===== config.mk =====
export PLATFORM = sky130hd
export DESIGN_NAME = n_queens_solution_enumerator_unit
export DESIGN_NICKNAME = d
export VERILOG_FILES = /design/src/hw/rtl/nqe_pkg.sv /design/src/hw/rtl/nqe_cell.sv /design/src/hw/rtl/nqe_ctrl.sv /design/src/hw/rtl/n_queens_solution_enumerator_unit.sv
export SDC_FILE = /design/constraint.sdc
export NUM_CORES = 1
export LEC_CHECK = 0
export BUFFER_PORTS_ARGS = -buffer_cell sky130_fd_sc_hd__buf_2
export CAP_MARGIN = 20
export CELL_PAD_IN_SITES_DETAIL_PLACEMENT = 1
export CELL_PAD_IN_SITES_GLOBAL_PLACEMENT = 1
export CORE_MARGIN = 3
export CORE_UTILIZATION = 56
export CTS_CLUSTER_SIZE = 28
export DETAILED_ROUTE_END_ITERATION = 10
export HOLD_SLACK_MARGIN = 0.12
export PLACE_DENSITY_LB_ADDON = 0.12
export SETUP_SLACK_MARGIN = 0.3
export SLEW_MARGIN = 10
export SYNTH_ARGS = -nofsm -noshare
export SYNTH_HDL_FRONTEND = slang
export SYNTH_HIERARCHICAL = 1
export SYNTH_SLANG_ARGS = --single-unit
export TNS_END_PERCENT = 5

===== constraint.sdc =====
create_clock -name clk -period 7.89 [get_ports clk]
set_input_delay 0.789 -clock clk [delete_from_list [all_inputs] [get_ports clk]]
set_output_delay 0.789 -clock clk [all_outputs]
set_load 0.03 [all_outputs]

===== src/hw/rtl/nqe_pkg.sv =====
// Shared types and constants for the N-queens enumerator.
package nqe_pkg;

  // Largest board the cell chain is built for.
  localparam int DEF_MAX_SIZE = 8;

  // Board size register.
  localparam int            BS_W     = 4;
  localparam logic [BS_W-1:0] BS_RESET = 4'd8;

  // Result fields.
  localparam int                OUT_COLS  = 8;
  localparam int                OUT_ROW_W = 3;
  localparam int                COUNT_W   = 7;
  localparam logic [COUNT_W-1:0] COUNT_MAX = 7'd127;

  // Controller states.
  typedef enum logic [1:0] {
    ST_IDLE,
    ST_SEARCH,
    ST_HOLD
  } nqe_state_t;

  // Search start issued by the controller.
  typedef struct packed {
    logic go;      // start a search step sequence
    logic resume;  // continue past the last solution instead of a fresh board
  } nqe_kick_t;

  // What one cell did in a cycle.
  typedef struct packed {
    logic busy;  // cell holds the search token
    logic fwd;   // placed a queen, token moves right
    logic back;  // no free row left, token moves left
  } nqe_step_t;

endpackage


===== src/hw/rtl/nqe_cell.sv =====
// One column of the search chain: holds its queen row and the attack masks it passes on.
module nqe_cell #(
  parameter int MAX_SIZE = nqe_pkg::DEF_MAX_SIZE
) (
  input  logic                          clk,
  input  logic                          rst_n,
  input  logic [$clog2(MAX_SIZE+1)-1:0] n,
  input  logic                          act_fwd,
  input  logic                          act_back,
  input  nqe_pkg::nqe_kick_t            kick,
  input  logic [MAX_SIZE-1:0]           row_in,
  input  logic [MAX_SIZE-1:0]           ld_in,
  input  logic [MAX_SIZE-1:0]           rd_in,
  output logic [MAX_SIZE-1:0]           row_out,
  output logic [MAX_SIZE-1:0]           ld_out,
  output logic [MAX_SIZE-1:0]           rd_out,
  output logic [$clog2(MAX_SIZE)-1:0]   row,
  output nqe_pkg::nqe_step_t            step
);

  localparam int RW = $clog2(MAX_SIZE);
  localparam int NW = $clog2(MAX_SIZE+1);

  logic                active_r;
  logic                resume_r;
  logic [RW-1:0]       row_r;
  logic [MAX_SIZE-1:0] row_out_r;
  logic [MAX_SIZE-1:0] ld_out_r;
  logic [MAX_SIZE-1:0] rd_out_r;

  logic [NW-1:0]       start;
  logic [MAX_SIZE-1:0] cand;
  logic [MAX_SIZE-1:0] pick_oh;
  logic [RW-1:0]       pick;
  logic                hit;
  logic                activate;

  // First row to try: zero when entered from the left, one past the held row on backtrack
  assign start = resume_r ? (NW'(row_r) + NW'(1)) : '0;

  // Free rows within the board at or above the start row
  always_comb begin
    for (int k = 0; k < MAX_SIZE; k++) begin
      cand[k] = !(row_in[k] || ld_in[k] || rd_in[k]) &&
                (NW'(k) >= start) && (NW'(k) < n);
    end
  end

  // Pick the lowest candidate row
  always_comb begin
    pick    = '0;
    pick_oh = '0;
    for (int k = MAX_SIZE - 1; k >= 0; k--) begin
      if (cand[k]) begin
        pick    = RW'(k);
        pick_oh = MAX_SIZE'(1) << k;
      end
    end
  end

  assign hit      = |cand;
  assign activate = act_fwd || act_back || kick.go;

  // Token handling
  always_ff @(posedge clk) begin
    if (!rst_n) begin
      active_r <= 1'b0;
    end else if (activate) begin
      active_r <= 1'b1;
    end else begin
      active_r <= 1'b0;
    end
  end

  always_ff @(posedge clk) begin
    if (activate) begin
      resume_r <= act_back || kick.resume;
    end
  end

  // Record the placement and the masks handed to the next column
  always_ff @(posedge clk) begin
    if (active_r && hit) begin
      row_r     <= pick;
      row_out_r <= row_in | pick_oh;
      ld_out_r  <= (ld_in | pick_oh) << 1;
      rd_out_r  <= (rd_in | pick_oh) >> 1;
    end
  end

  assign row_out   = row_out_r;
  assign ld_out    = ld_out_r;
  assign rd_out    = rd_out_r;
  assign row       = row_r;
  assign step.busy = active_r;
  assign step.fwd  = active_r && hit;
  assign step.back = active_r && !hit;

endmodule


===== src/hw/rtl/nqe_ctrl.sv =====
// Request sequencer, search bookkeeping and result register.
module nqe_ctrl #(
  parameter int MAX_SIZE = nqe_pkg::DEF_MAX_SIZE
) (
  input  logic                                                  clk,
  input  logic                                                  rst_n,
  input  logic                                                  in_valid,
  output logic                                                  in_ready,
  input  logic                                                  in_restart,
  input  logic                                                  cfg_wr_en,
  input  logic [nqe_pkg::BS_W-1:0]                              cfg_wr_data,
  output logic                                                  out_valid,
  input  logic                                                  out_ready,
  output logic                                                  out_found,
  output logic [nqe_pkg::OUT_COLS-1:0][nqe_pkg::OUT_ROW_W-1:0]  out_rows,
  output logic [nqe_pkg::COUNT_W-1:0]                           out_solution_count,
  output logic [$clog2(MAX_SIZE+1)-1:0]                         n,
  output nqe_pkg::nqe_kick_t                                    kick,
  output logic                                                  searching,
  input  logic                                                  solved,
  input  logic                                                  exhausted,
  input  logic [nqe_pkg::OUT_COLS-1:0][nqe_pkg::OUT_ROW_W-1:0]  col_rows
);

  localparam int NW = $clog2(MAX_SIZE+1);

  nqe_pkg::nqe_state_t               state_r, state_nxt;
  logic [nqe_pkg::BS_W-1:0]          board_size_r;
  logic                              started_r;
  logic                              exhausted_r;
  logic [nqe_pkg::COUNT_W-1:0]       count_r;
  logic                              found_pend_r;
  logic                              out_valid_r;
  logic                              out_found_r;
  logic [nqe_pkg::OUT_COLS-1:0][nqe_pkg::OUT_ROW_W-1:0] out_rows_r;
  logic [nqe_pkg::COUNT_W-1:0]       out_count_r;

  logic in_acc;
  logic fresh;
  logic load;

  // Effective board size: zero reads as one, oversize clamps to the chain length
  always_comb begin
    if (board_size_r == '0) begin
      n = NW'(1);
    end else if (int'(board_size_r) > MAX_SIZE) begin
      n = NW'(MAX_SIZE);
    end else begin
      n = NW'(board_size_r);
    end
  end

  assign in_acc = in_valid && in_ready;
  assign fresh  = in_restart || !started_r;

  // Next state
  always_comb begin
    state_nxt = state_r;
    unique case (state_r)
      nqe_pkg::ST_IDLE: begin
        if (in_acc) begin
          state_nxt = (fresh || !exhausted_r) ? nqe_pkg::ST_SEARCH : nqe_pkg::ST_HOLD;
        end
      end
      nqe_pkg::ST_SEARCH: begin
        if (solved || exhausted) begin
          state_nxt = nqe_pkg::ST_HOLD;
        end
      end
      nqe_pkg::ST_HOLD: begin
        if (load) begin
          state_nxt = nqe_pkg::ST_IDLE;
        end
      end
      default: state_nxt = nqe_pkg::ST_IDLE;
    endcase
  end

  // State outputs
  always_comb begin
    in_ready    = 1'b0;
    searching   = 1'b0;
    load        = 1'b0;
    kick.go     = 1'b0;
    kick.resume = 1'b0;
    unique case (state_r)
      nqe_pkg::ST_IDLE: begin
        in_ready    = 1'b1;
        kick.go     = in_acc && (fresh || !exhausted_r);
        kick.resume = !fresh;
      end
      nqe_pkg::ST_SEARCH: begin
        searching = 1'b1;
      end
      nqe_pkg::ST_HOLD: begin
        load = !out_valid_r || out_ready;
      end
      default: begin
        in_ready = 1'b0;
      end
    endcase
  end

  always_ff @(posedge clk) begin
    if (!rst_n) begin
      state_r <= nqe_pkg::ST_IDLE;
    end else begin
      state_r <= state_nxt;
    end
  end

  // Board size register; a write forces the next request to start over
  always_ff @(posedge clk) begin
    if (!rst_n) begin
      board_size_r <= nqe_pkg::BS_RESET;
    end else if (cfg_wr_en) begin
      board_size_r <= cfg_wr_data;
    end
  end

  // Search bookkeeping
  always_ff @(posedge clk) begin
    if (!rst_n) begin
      started_r    <= 1'b0;
      exhausted_r  <= 1'b0;
      count_r      <= '0;
      found_pend_r <= 1'b0;
    end else begin
      if (cfg_wr_en) begin
        started_r <= 1'b0;
      end else if (in_acc && fresh) begin
        started_r <= 1'b1;
      end
      if (in_acc) begin
        found_pend_r <= 1'b0;
        if (fresh) begin
          exhausted_r <= 1'b0;
          count_r     <= '0;
        end
      end
      if (searching && solved) begin
        found_pend_r <= 1'b1;
        if (count_r != nqe_pkg::COUNT_MAX) begin
          count_r <= count_r + 1'b1;
        end
      end
      if (searching && exhausted) begin
        exhausted_r <= 1'b1;
      end
    end
  end

  // Result register: take the pending result once the previous one is gone
  always_ff @(posedge clk) begin
    if (!rst_n) begin
      out_valid_r <= 1'b0;
    end else if (load) begin
      out_valid_r <= 1'b1;
    end else if (out_ready) begin
      out_valid_r <= 1'b0;
    end
  end

  always_ff @(posedge clk) begin
    if (load) begin
      out_found_r <= found_pend_r;
      out_count_r <= count_r;
      for (int i = 0; i < nqe_pkg::OUT_COLS; i++) begin
        out_rows_r[i] <= (found_pend_r && (i < int'(n))) ? col_rows[i] : '0;
      end
    end
  end

  assign out_valid          = out_valid_r;
  assign out_found          = out_found_r;
  assign out_rows           = out_rows_r;
  assign out_solution_count = out_count_r;

endmodule


===== src/hw/rtl/n_queens_solution_enumerator_unit.sv =====
// Operation: each queen placement or backtrack is one search step, then the result is loaded;
// once the search is exhausted, a request skips the search and goes straight to the result.
// Throughput: one request at a time, none taken during a search or before its result is loaded;
// the next request is taken while a result waits.
// Reset: rst_n synchronous, active low; clears the search, result valid and sets
// board_size to 8.
module n_queens_solution_enumerator_unit #(
  parameter int MAX_SIZE = nqe_pkg::DEF_MAX_SIZE
) (
  input  logic                                clk,
  input  logic                                rst_n,
  input  logic                                in_valid,
  output logic                                in_ready,
  input  logic                                in_restart,
  input  logic                                cfg_wr_en,
  input  logic [nqe_pkg::BS_W-1:0]            cfg_wr_data,
  output logic                                out_valid,
  input  logic                                out_ready,
  output logic                                out_found,
  output logic [nqe_pkg::OUT_ROW_W-1:0]       out_row_col0,
  output logic [nqe_pkg::OUT_ROW_W-1:0]       out_row_col1,
  output logic [nqe_pkg::OUT_ROW_W-1:0]       out_row_col2,
  output logic [nqe_pkg::OUT_ROW_W-1:0]       out_row_col3,
  output logic [nqe_pkg::OUT_ROW_W-1:0]       out_row_col4,
  output logic [nqe_pkg::OUT_ROW_W-1:0]       out_row_col5,
  output logic [nqe_pkg::OUT_ROW_W-1:0]       out_row_col6,
  output logic [nqe_pkg::OUT_ROW_W-1:0]       out_row_col7,
  output logic [nqe_pkg::COUNT_W-1:0]         out_solution_count
);

  localparam int RW = $clog2(MAX_SIZE);
  localparam int NW = $clog2(MAX_SIZE+1);

  logic [NW-1:0]                     n;
  nqe_pkg::nqe_kick_t                kick;
  logic                              searching;
  logic                              solved;
  logic                              exhausted;
  logic [MAX_SIZE-1:0]               last;
  logic [MAX_SIZE-1:0]               busy;
  logic [MAX_SIZE-1:0]               done_col;
  nqe_pkg::nqe_step_t                step  [MAX_SIZE];
  logic [MAX_SIZE-1:0][RW-1:0]       cell_row;
  logic [MAX_SIZE:0][MAX_SIZE-1:0]   m_row;
  logic [MAX_SIZE:0][MAX_SIZE-1:0]   m_ld;
  logic [MAX_SIZE:0][MAX_SIZE-1:0]   m_rd;
  logic [nqe_pkg::OUT_COLS-1:0][nqe_pkg::OUT_ROW_W-1:0] col_rows;
  logic [nqe_pkg::OUT_COLS-1:0][nqe_pkg::OUT_ROW_W-1:0] out_rows;

  // Empty board enters the chain at column 0
  assign m_row[0] = '0;
  assign m_ld[0]  = '0;
  assign m_rd[0]  = '0;

  // Column chain
  for (genvar c = 0; c < MAX_SIZE; c++) begin : g_col
    logic               act_fwd;
    logic               act_back;
    nqe_pkg::nqe_kick_t ck;

    assign last[c] = (n == NW'(c + 1));

    if (c == 0) begin : g_first
      assign act_fwd = 1'b0;
    end else begin : g_inner
      assign act_fwd = step[c-1].fwd && !last[c-1];
    end

    if (c == MAX_SIZE - 1) begin : g_end
      assign act_back = 1'b0;
    end else begin : g_mid
      assign act_back = step[c+1].back;
    end

    // Fresh search starts at column 0, resume re-enters at the last column
    assign ck.go     = kick.go && (kick.resume ? last[c] : (c == 0));
    assign ck.resume = kick.resume;

    nqe_cell #(
      .MAX_SIZE (MAX_SIZE)
    ) u_cell (
      .clk      (clk),
      .rst_n    (rst_n),
      .n        (n),
      .act_fwd  (act_fwd),
      .act_back (act_back),
      .kick     (ck),
      .row_in   (m_row[c]),
      .ld_in    (m_ld[c]),
      .rd_in    (m_rd[c]),
      .row_out  (m_row[c+1]),
      .ld_out   (m_ld[c+1]),
      .rd_out   (m_rd[c+1]),
      .row      (cell_row[c]),
      .step     (step[c])
    );

    assign busy[c]     = step[c].busy;
    assign done_col[c] = step[c].fwd && last[c];
  end

  assign solved    = |done_col;
  assign exhausted = step[0].back;

  // Rows seen by the result fields
  for (genvar i = 0; i < nqe_pkg::OUT_COLS; i++) begin : g_out
    if (i < MAX_SIZE) begin : g_used
      assign col_rows[i] = nqe_pkg::OUT_ROW_W'(cell_row[i]);
    end else begin : g_unused
      assign col_rows[i] = '0;
    end
  end

  nqe_ctrl #(
    .MAX_SIZE (MAX_SIZE)
  ) u_ctrl (
    .clk                (clk),
    .rst_n              (rst_n),
    .in_valid           (in_valid),
    .in_ready           (in_ready),
    .in_restart         (in_restart),
    .cfg_wr_en          (cfg_wr_en),
    .cfg_wr_data        (cfg_wr_data),
    .out_valid          (out_valid),
    .out_ready          (out_ready),
    .out_found          (out_found),
    .out_rows           (out_rows),
    .out_solution_count (out_solution_count),
    .n                  (n),
    .kick               (kick),
    .searching          (searching),
    .solved             (solved),
    .exhausted          (exhausted),
    .col_rows           (col_rows)
  );

  assign out_row_col0 = out_rows[0];
  assign out_row_col1 = out_rows[1];
  assign out_row_col2 = out_rows[2];
  assign out_row_col3 = out_rows[3];
  assign out_row_col4 = out_rows[4];
  assign out_row_col5 = out_rows[5];
  assign out_row_col6 = out_rows[6];
  assign out_row_col7 = out_rows[7];

`ifndef SYNTH
  // Only one column holds the search token
  a_one_token: assert property (@(posedge clk) disable iff (!rst_n)
    $onehot0(busy))
    else $error("more than one cell active");

  // A column works only while the controller is searching
  a_busy_in_search: assert property (@(posedge clk) disable iff (!rst_n)
    (|busy) |-> searching)
    else $error("cell active outside search");

  // A search step ends in a solution or exhaustion, never both
  a_one_outcome: assert property (@(posedge clk) disable iff (!rst_n)
    !(solved && exhausted))
    else $error("solution and exhaustion together");

  // A delivered solution is always counted
  a_found_counted: assert property (@(posedge clk) disable iff (!rst_n)
    (out_valid && out_found) |-> (out_solution_count != '0))
    else $error("solution given with zero count");
`endif

endmodule


==> results by group, run 1 <==
Status
  • Status: complete, no violations

Global route
  • Number of global-route vias before repair: 10,484
  • Largest net degree at the start of global routing: 68
  • Total grt overflow: 0
  • First-pass GRT wire length: 59,100 um
  • GRT Total Usage: 29.4%
  • Initial antenna violation count: 0

Routing
  • DRC violations left: 0
  • Met3 WL: 1920 um
  • Antenna Nets Post-Route: 0
  • Avg WL per Cell: 24.0 um
  • Routed WL: 37,300 um
  • Pre-Repair DR Iteration Count: 5
  • Via count: 9,832
  • Met1 wire length: 14,400 um
  • DRT iter0 DRCs: 657
  • WL met2: 19,200 um
  • DR top layer: met4
  • DR vias/cell: 6.33

STA
  • Worst-margin pin slew: 0.897 ns
  • Final Hold Fails: 0
  • Final setup violation count: 0
  • Setup TNS: 0 ns
  • Clock Skew: 0.0121 ns
  • Max-slew headroom: 39.6%
  • Final Cycle Share: 60.8%
  • Max frequency: 209 MHz
  • RSZ-0062 raised after global routing: no
  • Final worst slack: 3.10 ns
  • Slew Viols, Final: 0
  • Tmin final: 4.79 ns

Floorplan
  • Die Area: 0.0252 sq mm
  • Number of core rows: 55
  • Die height: 159 um
  • Die W: 159 um
  • Core Box Area: 0.0228 sq mm
  • IO Pins: 44
  • Starting Density: 57.5%

Power
  • Leak: 0.00517 uW
  • PD cells: 203 mW/mm^2
  • Part of the power in registers: 48.9%
  • Clock power frac: 43.4%
  • Comb pwr share: 7.8%
  • Sw Share: 23.9%
  • Sw power: 715 uW
  • VDD IR-drop max: 0.000180 V
  • Internal Power: 2270 uW

Finish
  • Share of cells above drive strength 1: 20.9%
  • Most frequent cells in the layout: edfxtp_1, o21bai_1, nor2_1
  • Nets: 1,239
  • Area grow syn2layout: 12.3%
  • Ant diodes: 0
  • Commonest non-fill, non-tap cell in the layout: edfxtp_1

Setup path
  • Worst setup EP type: flip-flop
  • Startpoint Class: flip-flop
  • Crit Path Max Fanout: 27
  • WP data arrival: 5.26 ns
  • Worst setup path class: flip-flop to flip-flop
  • WP data required: 8.35 ns

Clock network
  • Total CTS buffers: 27
  • Clock Sinks: 243
  • Post-cts sizing count: 0
  • H-tree level count: 1
  • CTS tree: built
  • CTS Root Cell: clkbuf_16
  • Clock Latency Late Sink: 0.54 ns
  • Postcts setup bufs: 0
  • Longest Clk Path Bufs: 3
  • Worst-path clk slew: 0.06 ns
  • Hold buffer count at CTS: 0

Yosys
  • Mapped Cells: 1,114
  • Synth warn: 6
  • Syn avg cell area: 11.8 sq um
  • Mapped cell area: 0.0131 sq mm

Placement
  • RD Place Congestion: 0.903
  • DPL Wire Length: 26,500 um
  • Pre-CTS setup slack: 3.10 ns
  • IO Port Bufs: 43

Hold path
  • Worst Hold Class: input port to flip-flop

Job
  • Max Cap Violations: 0
-- metal layers --
metal | GRT usage [%] | vias up
li1 | - | 4484
met5 | 0 | -
met1 | 35.1 | 4883
met2 | 53.4 | 356
met4 | 12.4 | 0
met3 | 3.91 | 109
-- area by class of cell --
cell class / count / area [sq um]
clock buffers: 30 / 687
clock inverters: 20 / 224
fillers: 2388 / 8070
inverters: 21 / 78.8
multi-input cells: 872 / 5950
flip-flops and latches: 243 / 7050
well taps: 313 / 392
repair buffers: 55 / 325
-- worst paths after layout --
kind | start | to | slack, ns | cells after the start
worst min-delay path | cfg_wr_data[0] | u_ctrl/board_size_r[0] | 0.49 | 3
worst max register to register | u_ctrl/board_size_r[2] | u_ctrl/count_r[3] | 3.10 | 15
worst min register to register | u_ctrl/count_r[6] | u_ctrl/out_solution_count[6] | 0.52 | 0
worst max-delay path | u_ctrl/board_size_r[2] | u_ctrl/count_r[3] | 3.10 | 15
-- through the flow --
stage	hold WS [ns]	util, %	total power [uW]	std cells	area, sq um
2_1_floorplan	0.432	-	1650	1168	13300
3_3_place_gp	0.492	60.4	1700	1503	13800
3_5_place_dp	0.506	60.4	1710	1503	13800
4_1_cts	0.472	64.4	3000	1553	14700
5_1_grt	0.498	64.6	3080	1554	14700
6_report	0.490	64.6	2990	1554	14700
-- flip-flops by register name, summed over array words and instances, names as in the netlist, 2 cells and up --
signal                     cells
u_ctrl/out_rows               24
g_col.u_cell/rd_out           49
g_col.u_cell/row_out          56
u_ctrl/board_size_r            4
g_col.u_cell/resume_r          8
g_col.u_cell/row              24
g_col.u_cell/ld_out           49
u_ctrl/state_r                 2
u_ctrl/count_r                 7
g_col.u_cell/active_r          8
u_ctrl/out_solution_count      7
-- power by group through the flow --
stage | clock, uW | combinational [uW] | sequential, uW
after CTS | 1310 | 227 | 1460
final | 1300 | 232 | 1460
after global placement | 0 | 214 | 1480
after detailed placement | 0 | 223 | 1490
after global routing | 1360 | 254 | 1460
after floorplan | 0 | 172 | 1480
-- critical path, cell delays in order (launching register included) --
cell	delay (ns)
dfxtp_1	0.46
nor2b_4	0.72
buf_4	0.45
nor2_1	0.11
nor4_1	0.61
o21ai_2	0.19
nand3_2	0.24
o31a_1	0.17
buf_4	0.33
mux2i_1	0.12
or3_1	0.32
o2111ai_1	0.19
and3b_1	0.33
o21a_1	0.20
a31oi_1	0.09
a21oi_1	0.16
(Power assumes the default switching activity.)
==> inputs of run 2 (changes only) <==
--- a/config.mk
+++ b/config.mk
@@ -10,7 +10,7 @@
 export CELL_PAD_IN_SITES_DETAIL_PLACEMENT = 1
 export CELL_PAD_IN_SITES_GLOBAL_PLACEMENT = 1
 export CORE_MARGIN = 3
-export CORE_UTILIZATION = 56
+export CORE_UTILIZATION = 52
 export CTS_CLUSTER_SIZE = 28
 export DETAILED_ROUTE_END_ITERATION = 10
 export HOLD_SLACK_MARGIN = 0.12
==> constraint.sdc (replaced) <==
create_clock -name clk -period 4.75 [get_ports clk]
set_input_delay 0.475 -clock clk [delete_from_list [all_inputs] [get_ports clk]]
set_output_delay 0.475 -clock clk [all_outputs]
set_load 0.03 [all_outputs]
==> results by group, run 2 (synthesized netlist as in run 1, its figures left out) <==
Status
  • Status: complete, no violations

Power
  • Sw power: 1120 uW (+57%)
  • PD cells: 327 mW/mm^2 (+61%)
  • VDD IR-drop max: 0.000306 V (+70%)
  • Comb pwr share: 7.9% (about the same)
  • Sw Share: 23.2% (-0.70 points)
  • Leak: 0.00520 uW (+0.57%)
  • Internal Power: 3700 uW (+63%)
  • Clock power frac: 41.8% (-1.6 points)
  • Part of the power in registers: 50.3% (+1.4 points)

Floorplan
  • Core Box Area: 0.0245 sq mm (+7.7%)
  • IO Pins: 44 (unchanged)
  • Die height: 165 um (+3.6%)
  • Die Area: 0.0271 sq mm (+7.4%)
  • Starting Density: 53.4% (-4.1 points)
  • Die W: 165 um (+3.6%)
  • Number of core rows: 57 (+3.6%)

STA
  • Max frequency: 244 MHz (+17%)
  • Max-slew headroom: 32.9% (-6.7 points)
  • Setup TNS: 0 ns (unchanged)
  • Tmin final: 4.11 ns (-0.690 ns)
  • Final Cycle Share: 86.4% (+26 points)
  • Worst-margin pin slew: 1.00 ns (+0.107 ns)
  • RSZ-0062 raised after global routing: no
  • Final Hold Fails: 0 (unchanged)
  • Clock Skew: 0.0131 ns (+0.000941 ns)
  • Final setup violation count: 0 (unchanged)
  • Slew Viols, Final: 0 (unchanged)

Setup path
  • Startpoint Class: flip-flop
  • Worst setup path class: flip-flop to flip-flop
  • FF-to-FF setup slack: 0.64 ns (-2.45 ns)
  • Worst R2R Path Depth: 14 (-1)
  • Worst R2R Start: u_ctrl/board_size_r[2]
  • WP data arrival: 4.57 ns (-0.69 ns)
  • Crit Path Max Fanout: 12 (-56%)
  • FF-to-FF End: u_ctrl/count_r[3]
  • WP data required: 5.21 ns (-3.14 ns)
  • CP Capture Point: u_ctrl/count_r[3]
  • Worst setup path startpoint: u_ctrl/board_size_r[2]
  • Worst setup EP type: flip-flop

Routing
  • Routed WL: 34,800 um (-6.7%)
  • Antenna Nets Post-Route: 0 (unchanged)
  • Avg WL per Cell: 22.1 um (-7.9%)
  • DRT iter0 DRCs: 679 (+3.3%)
  • Via count: 9,487 (-3.5%)
  • Pre-Repair DR Iteration Count: 5 (unchanged)
  • DRC violations left: 0 (unchanged)
  • DR vias/cell: 6.03 (-4.7%)

Finish
  • Commonest non-fill, non-tap cell in the layout: edfxtp_1
  • Max reg flops: 56 (unchanged)
  • Nets: 1,248 (+0.73%)
  • Area grow syn2layout: 12.5%
  • Final Util: 60.0% (-4.5 points)
  • Most frequent cells in the layout: edfxtp_1, o21bai_1, nor2_1
  • Share of cells above drive strength 1: 20.8% (-0.054 points)
  • Ant diodes: 0 (unchanged)

Clock network
  • Post-cts sizing count: 0 (unchanged)
  • Postcts setup bufs: 0 (unchanged)
  • H-tree level count: 1 (unchanged)
  • Total CTS buffers: 26 (-3.7%)
  • Worst-path clk slew: 0.06 ns (about the same)
  • CTS Root Cell: clkbuf_16
  • Clock Sinks: 243 (unchanged)
  • Longest Clk Path Bufs: 3 (unchanged)
  • Clock Latency Late Sink: 0.53 ns (about the same)
  • CTS tree: built
  • Hold buffer count at CTS: 0 (unchanged)

Global route
  • M1 GR Usage: 31.3% (-3.8 points)
  • Initial antenna violation count: 0 (unchanged)
  • Total grt overflow: 0 (unchanged)
  • GRT Total Usage: 25.7% (-3.8 points)
  • GR Util met3: 2.73% (-1.2 points)
  • Largest net degree at the start of global routing: 48 (-29%)
  • Met2 Resource Use GR: 47.9% (-5.5 points)
  • First-pass GRT wire length: 54,300 um (-8.1%)
  • Grt peak-use layer: met2
  • Number of global-route vias before repair: 9,916 (-5.4%)

Job
  • Max Cap Violations: 0 (unchanged)

Placement
  • DPL Wire Length: 25,500 um (-3.7%)
  • IO Port Bufs: 43 (unchanged)
  • RD Place Congestion: 0.908 (+0.61%)

Hold path
  • Worst Hold Class: input port to flip-flop
  • Worst Hold Depth: 3 (unchanged)
==> run 2: changes by cell type in the layout (fill, tap and decap cells not counted), moves of 2 or more <==
cell and delta:
buf_4 +9, bufinv_16 -2, clkbuf_1 +3, clkbuf_8 +3
clkinv_1 +2, clkinv_4 -2, clkinvlp_4 -6
==> run 2: how the worst min path moves through the flow <==
| stage | from | endpoint | slack [ns] |
|---|---|---|---|
| floorplan | u_ctrl/count_r[6] | u_ctrl/out_solution_count[6] | 0.43 |
| global placement | u_ctrl/count_r[6] | u_ctrl/out_solution_count[6] | 0.47 |
| detailed placement | u_ctrl/count_r[6] | u_ctrl/out_solution_count[6] | 0.50 |
| CTS | cfg_wr_data[0] | u_ctrl/board_size_r[0] | 0.16 |
| global route | cfg_wr_data[0] | u_ctrl/board_size_r[0] | 0.20 |
| finish | cfg_wr_data[0] | u_ctrl/board_size_r[0] | 0.18 |
==> run 2: metrics by stage <==
stage          total power (uW)  setup slack (ns)  cells  instance area (sq um)  hold WS [ns]
6_report                   4820             0.645   1573                  14700         0.176
5_1_grt                    4980             0.374   1573                  14700         0.195
4_1_cts                    4850             0.605   1571                  14700         0.162
3_5_place_dp               2840             0.636   1523                  13800         0.496
3_3_place_gp               2830             0.864   1523                  13800         0.474
2_1_floorplan              2740             0.343   1168                  13300         0.432
==> run 2: area by class of cell <==
type                            count  area (sq um)
Tap cell                          324           405
Clock inverter                     12           105
Fill cell                        2603          9810
Timing Repair Buffer               64           393
Multi-Input combinational cell    873          5950
Inverter                           21          78.8
Sequential cell                   243          7050
Clock buffer                       36           739
==> run 2: routing by layer <==
layer  vias up  share of wire (%)  wire length, um
met1      4744                 41            14100
met2       190                 53            18500
li1       4488                  -                -
met5         -                  0                0
met3        65                3.7             1280
met4         0                2.7              936
==> run 2: worst max-delay path, stage by stage (launching register included) <==
cell       delay [ns]
dfxtp_1          0.48
nor2b_4          0.50
buf_4            0.28
nor2_1           0.07
nor4_1           0.60
o21ai_2          0.17
nand3_2          0.23
o31a_1           0.20
and4b_2          0.23
a221oi_2         0.05
o2111ai_1        0.41
and3b_1          0.33
o21a_1           0.22
a31oi_1          0.10
a21oi_1          0.14
==> run 2: power groups by stage <==
stage / Combinational, uW / Sequential, uW / Clock [uW]
floorplan: 286 / 2450 / 0
global placement: 365 / 2470 / 0
detailed placement: 375 / 2470 / 0
CTS: 378 / 2420 / 2050
global route: 423 / 2430 / 2130
finish: 383 / 2420 / 2010
==> inputs of run 3 (changes only) <==
--- a/config.mk
+++ b/config.mk
@@ -5,12 +5,13 @@
 export SDC_FILE = /design/constraint.sdc
 export NUM_CORES = 1
 export LEC_CHECK = 0
+export ABC_AREA = 1
 export BUFFER_PORTS_ARGS = -buffer_cell sky130_fd_sc_hd__buf_2
 export CAP_MARGIN = 20
 export CELL_PAD_IN_SITES_DETAIL_PLACEMENT = 1
 export CELL_PAD_IN_SITES_GLOBAL_PLACEMENT = 1
 export CORE_MARGIN = 3
-export CORE_UTILIZATION = 52
+export CORE_UTILIZATION = 48
 export CTS_CLUSTER_SIZE = 28
 export DETAILED_ROUTE_END_ITERATION = 10
 export HOLD_SLACK_MARGIN = 0.12
==> results by group, run 3 <==
Status
  • Status: complete, no violations

Setup path
  • Worst R2R Start: u_ctrl/board_size_r[1]
  • WP data required: 5.19 ns (-0.02 ns)
  • Startpoint Class: flip-flop
  • Worst setup path startpoint: u_ctrl/board_size_r[1]
  • Worst setup path class: flip-flop to flip-flop
  • Worst setup EP type: flip-flop
  • Crit Path Max Fanout: 20 (+8)
  • Worst R2R Path Depth: 21 (+7)
  • WP data arrival: 4.01 ns (-0.56 ns)

Finish
  • Multi-input gate area: 0.00492 sq mm (-17%)
  • Area grow syn2layout: 13.5%
  • Reg area: 0.00705 sq mm (about the same)
  • Ant diodes: 0 (unchanged)
  • Fillers: 3,303 (+27%)
  • Nets: 1,730 (+39%)
  • Commonest non-fill, non-tap cell in the layout: nand2_1
  • Most frequent cells in the layout: nand2_1, inv_1, nor2_1
  • Share of cells above drive strength 1: 16.2% (-4.7 points)
  • Max reg flops: 56 (unchanged)
  • Post-Layout Cell Count: 2,074 (+32%)

STA
  • Final Hold Fails: 0 (unchanged)
  • Final hold slack: 0.144 ns (-0.0315 ns)
  • Clock Skew: 0.0119 ns (-0.00112 ns)
  • Final setup violation count: 0 (unchanged)
  • Tmin final: 3.58 ns (-0.529 ns)
  • RSZ-0062 raised after global routing: no
  • Worst-margin pin slew: 0.798 ns (-0.206 ns)
  • Slew Viols, Final: 0 (unchanged)
  • Max frequency: 280 MHz (+15%)
  • Max-slew headroom: 46.6% (+14 points)
  • Setup TNS: 0 ns (unchanged)
  • Final Cycle Share: 75.3% (-11 points)
  • Final worst slack: 1.17 ns (+0.529 ns)

Power
  • Part of the power in registers: 47.4% (-2.9 points)
  • Comb pwr share: 8.6% (+0.7 points)
  • Leak: 0.00713 uW (+37%)
  • PD cells: 340 mW/mm^2 (+3.9%)
  • VDD IR-drop max: 0.000270 V (-12%)
  • Internal Power: 3900 uW (+5.4%)
  • Sw power: 1210 uW (+7.8%)
  • Sw Share: 23.6% (+0.39 points)
  • Clock power frac: 44.1% (+2.3 points)

Hold path
  • Worst Hold Depth: 2 (-1)
  • Hold_sp: cfg_wr_en
  • Worst Hold Class: input port to flip-flop

Global route
  • Largest net degree at the start of global routing: 27 (-44%)
  • Total grt overflow: 0 (unchanged)
  • Number of global-route vias before repair: 10,764 (+8.6%)
  • GRT Total Usage: 23.1% (-2.5 points)
  • First-pass GRT wire length: 54,000 um (-0.67%)
  • Initial antenna violation count: 0 (unchanged)

Routing
  • Via count: 10,231 (+7.8%)
  • DR vias/cell: 4.93 (-18%)
  • Antenna Nets Post-Route: 0 (unchanged)
  • Routed WL: 33,500 um (-3.9%)
  • DRT iter0 DRCs: 539 (-21%)
  • Pre-Repair DR Iteration Count: 5 (unchanged)
  • DRC violations left: 0 (unchanged)
  • Avg WL per Cell: 16.1 um (-27%)

Floorplan
  • IO Pins: 44 (unchanged)
  • Die W: 172 um (+4.5%)
  • Starting Density: 49.0% (-4.4 points)
  • Core Box Area: 0.0270 sq mm (+10%)
  • Number of core rows: 60 (+5.3%)
  • Die height: 172 um (+4.5%)
  • Die Area: 0.0296 sq mm (+9.2%)

Job
  • Max Cap Violations: 0 (unchanged)

Clock network
  • Clock Sinks: 243 (unchanged)
  • Worst-path clk slew: 0.06 ns (about the same)
  • CTS Root Cell: clkbuf_16
  • H-tree level count: 1 (unchanged)
  • Hold buffer count at CTS: 0 (unchanged)
  • Longest Clk Path Bufs: 3 (unchanged)
  • CTS tree: built
  • Total CTS buffers: 28 (+7.7%)
  • Post-cts sizing count: 0 (unchanged)
  • Clock Latency Late Sink: 0.55 ns (+0.02 ns)
  • Postcts setup bufs: 0 (unchanged)

Yosys
  • Mapped cell area: 0.0132 sq mm (+1.1%)
  • Synth warn: 6 (unchanged)
  • Syn avg cell area: 8.25 sq um (-30%)
  • Mapped Cells: 1,605 (+44%)

Placement
  • IO Port Bufs: 43 (unchanged)
  • Pre-CTS setup slack: 1.28 ns (+0.641 ns)
  • Dpl cells: 2,022 (+33%)
  • RD Place Congestion: 0.867 (-4.5%)
  • DPL Wire Length: 25,600 um (+0.30%)
==> run 3: path summary, 6_finish.rpt <==
| path | to | slack (ns) |
|---|---|---|
| max | u_ctrl/count_r[3] | 1.17 |
| min | u_ctrl/started_r | 0.14 |
| max reg2reg | u_ctrl/count_r[3] | 1.17 |
| min reg2reg | u_ctrl/exhausted_r | 0.47 |
==> run 3: critical path, cell delays in order (launching register included) <==
cell and delay (ns):
dfxtp_1 0.33, inv_1 0.16, a21oi_1 0.10, nor2_2 0.44
buf_4 0.44, nand2_1 0.13, inv_1 0.08, nor2_1 0.04
nor2_1 0.08, nand3_1 0.11, o21ai_0 0.15, nor2_1 0.18
a21oi_2 0.22, nand3_1 0.09, nand2_1 0.10, nor2_1 0.06
nand2_1 0.09, inv_1 0.07, nor2_4 0.16, nand2_2 0.16
o21ai_0 0.21, nor2_1 0.06
==> run 3: final cells by class <==
| class | count | share of cell area (%) |
|---|---|---|
| Inverter | 343 | 8.84 |
| Sequential cell | 243 | 46.9 |
| Clock inverter | 12 | 1.11 |
| Multi-Input combinational cell | 1039 | 32.8 |
| Clock buffer | 40 | 5.37 |
| Timing Repair Buffer | 56 | 2.17 |
| Tap cell | 341 | 2.84 |
==> run 3: power by group through the flow <==
stage	clock network (uW)	logic, uW	registers (uW)
after detailed placement	0	433	2470
after CTS	2300	438	2420
after global placement	0	420	2460
final	2250	438	2420
after floorplan	0	300	2470
after global routing	2390	492	2430
==> run 3: through the flow <==
stage,area [sq um],power (uW),utilization [%]
2_1_floorplan,13400,2770,-
3_3_place_gp,14000,2880,52.0
3_5_place_dp,14000,2900,52.0
4_1_cts,15000,5160,55.6
5_1_grt,15000,5310,55.6
6_report,15000,5110,55.6
==> run 3: layer usage <==
layer	vias to the layer above	track usage [%]	routed length, um
li1	5139	-	-
met4	0	9.23	1410
met3	77	2.86	838
met5	-	0	0
met2	131	43.2	17600
met1	4884	26.9	13600
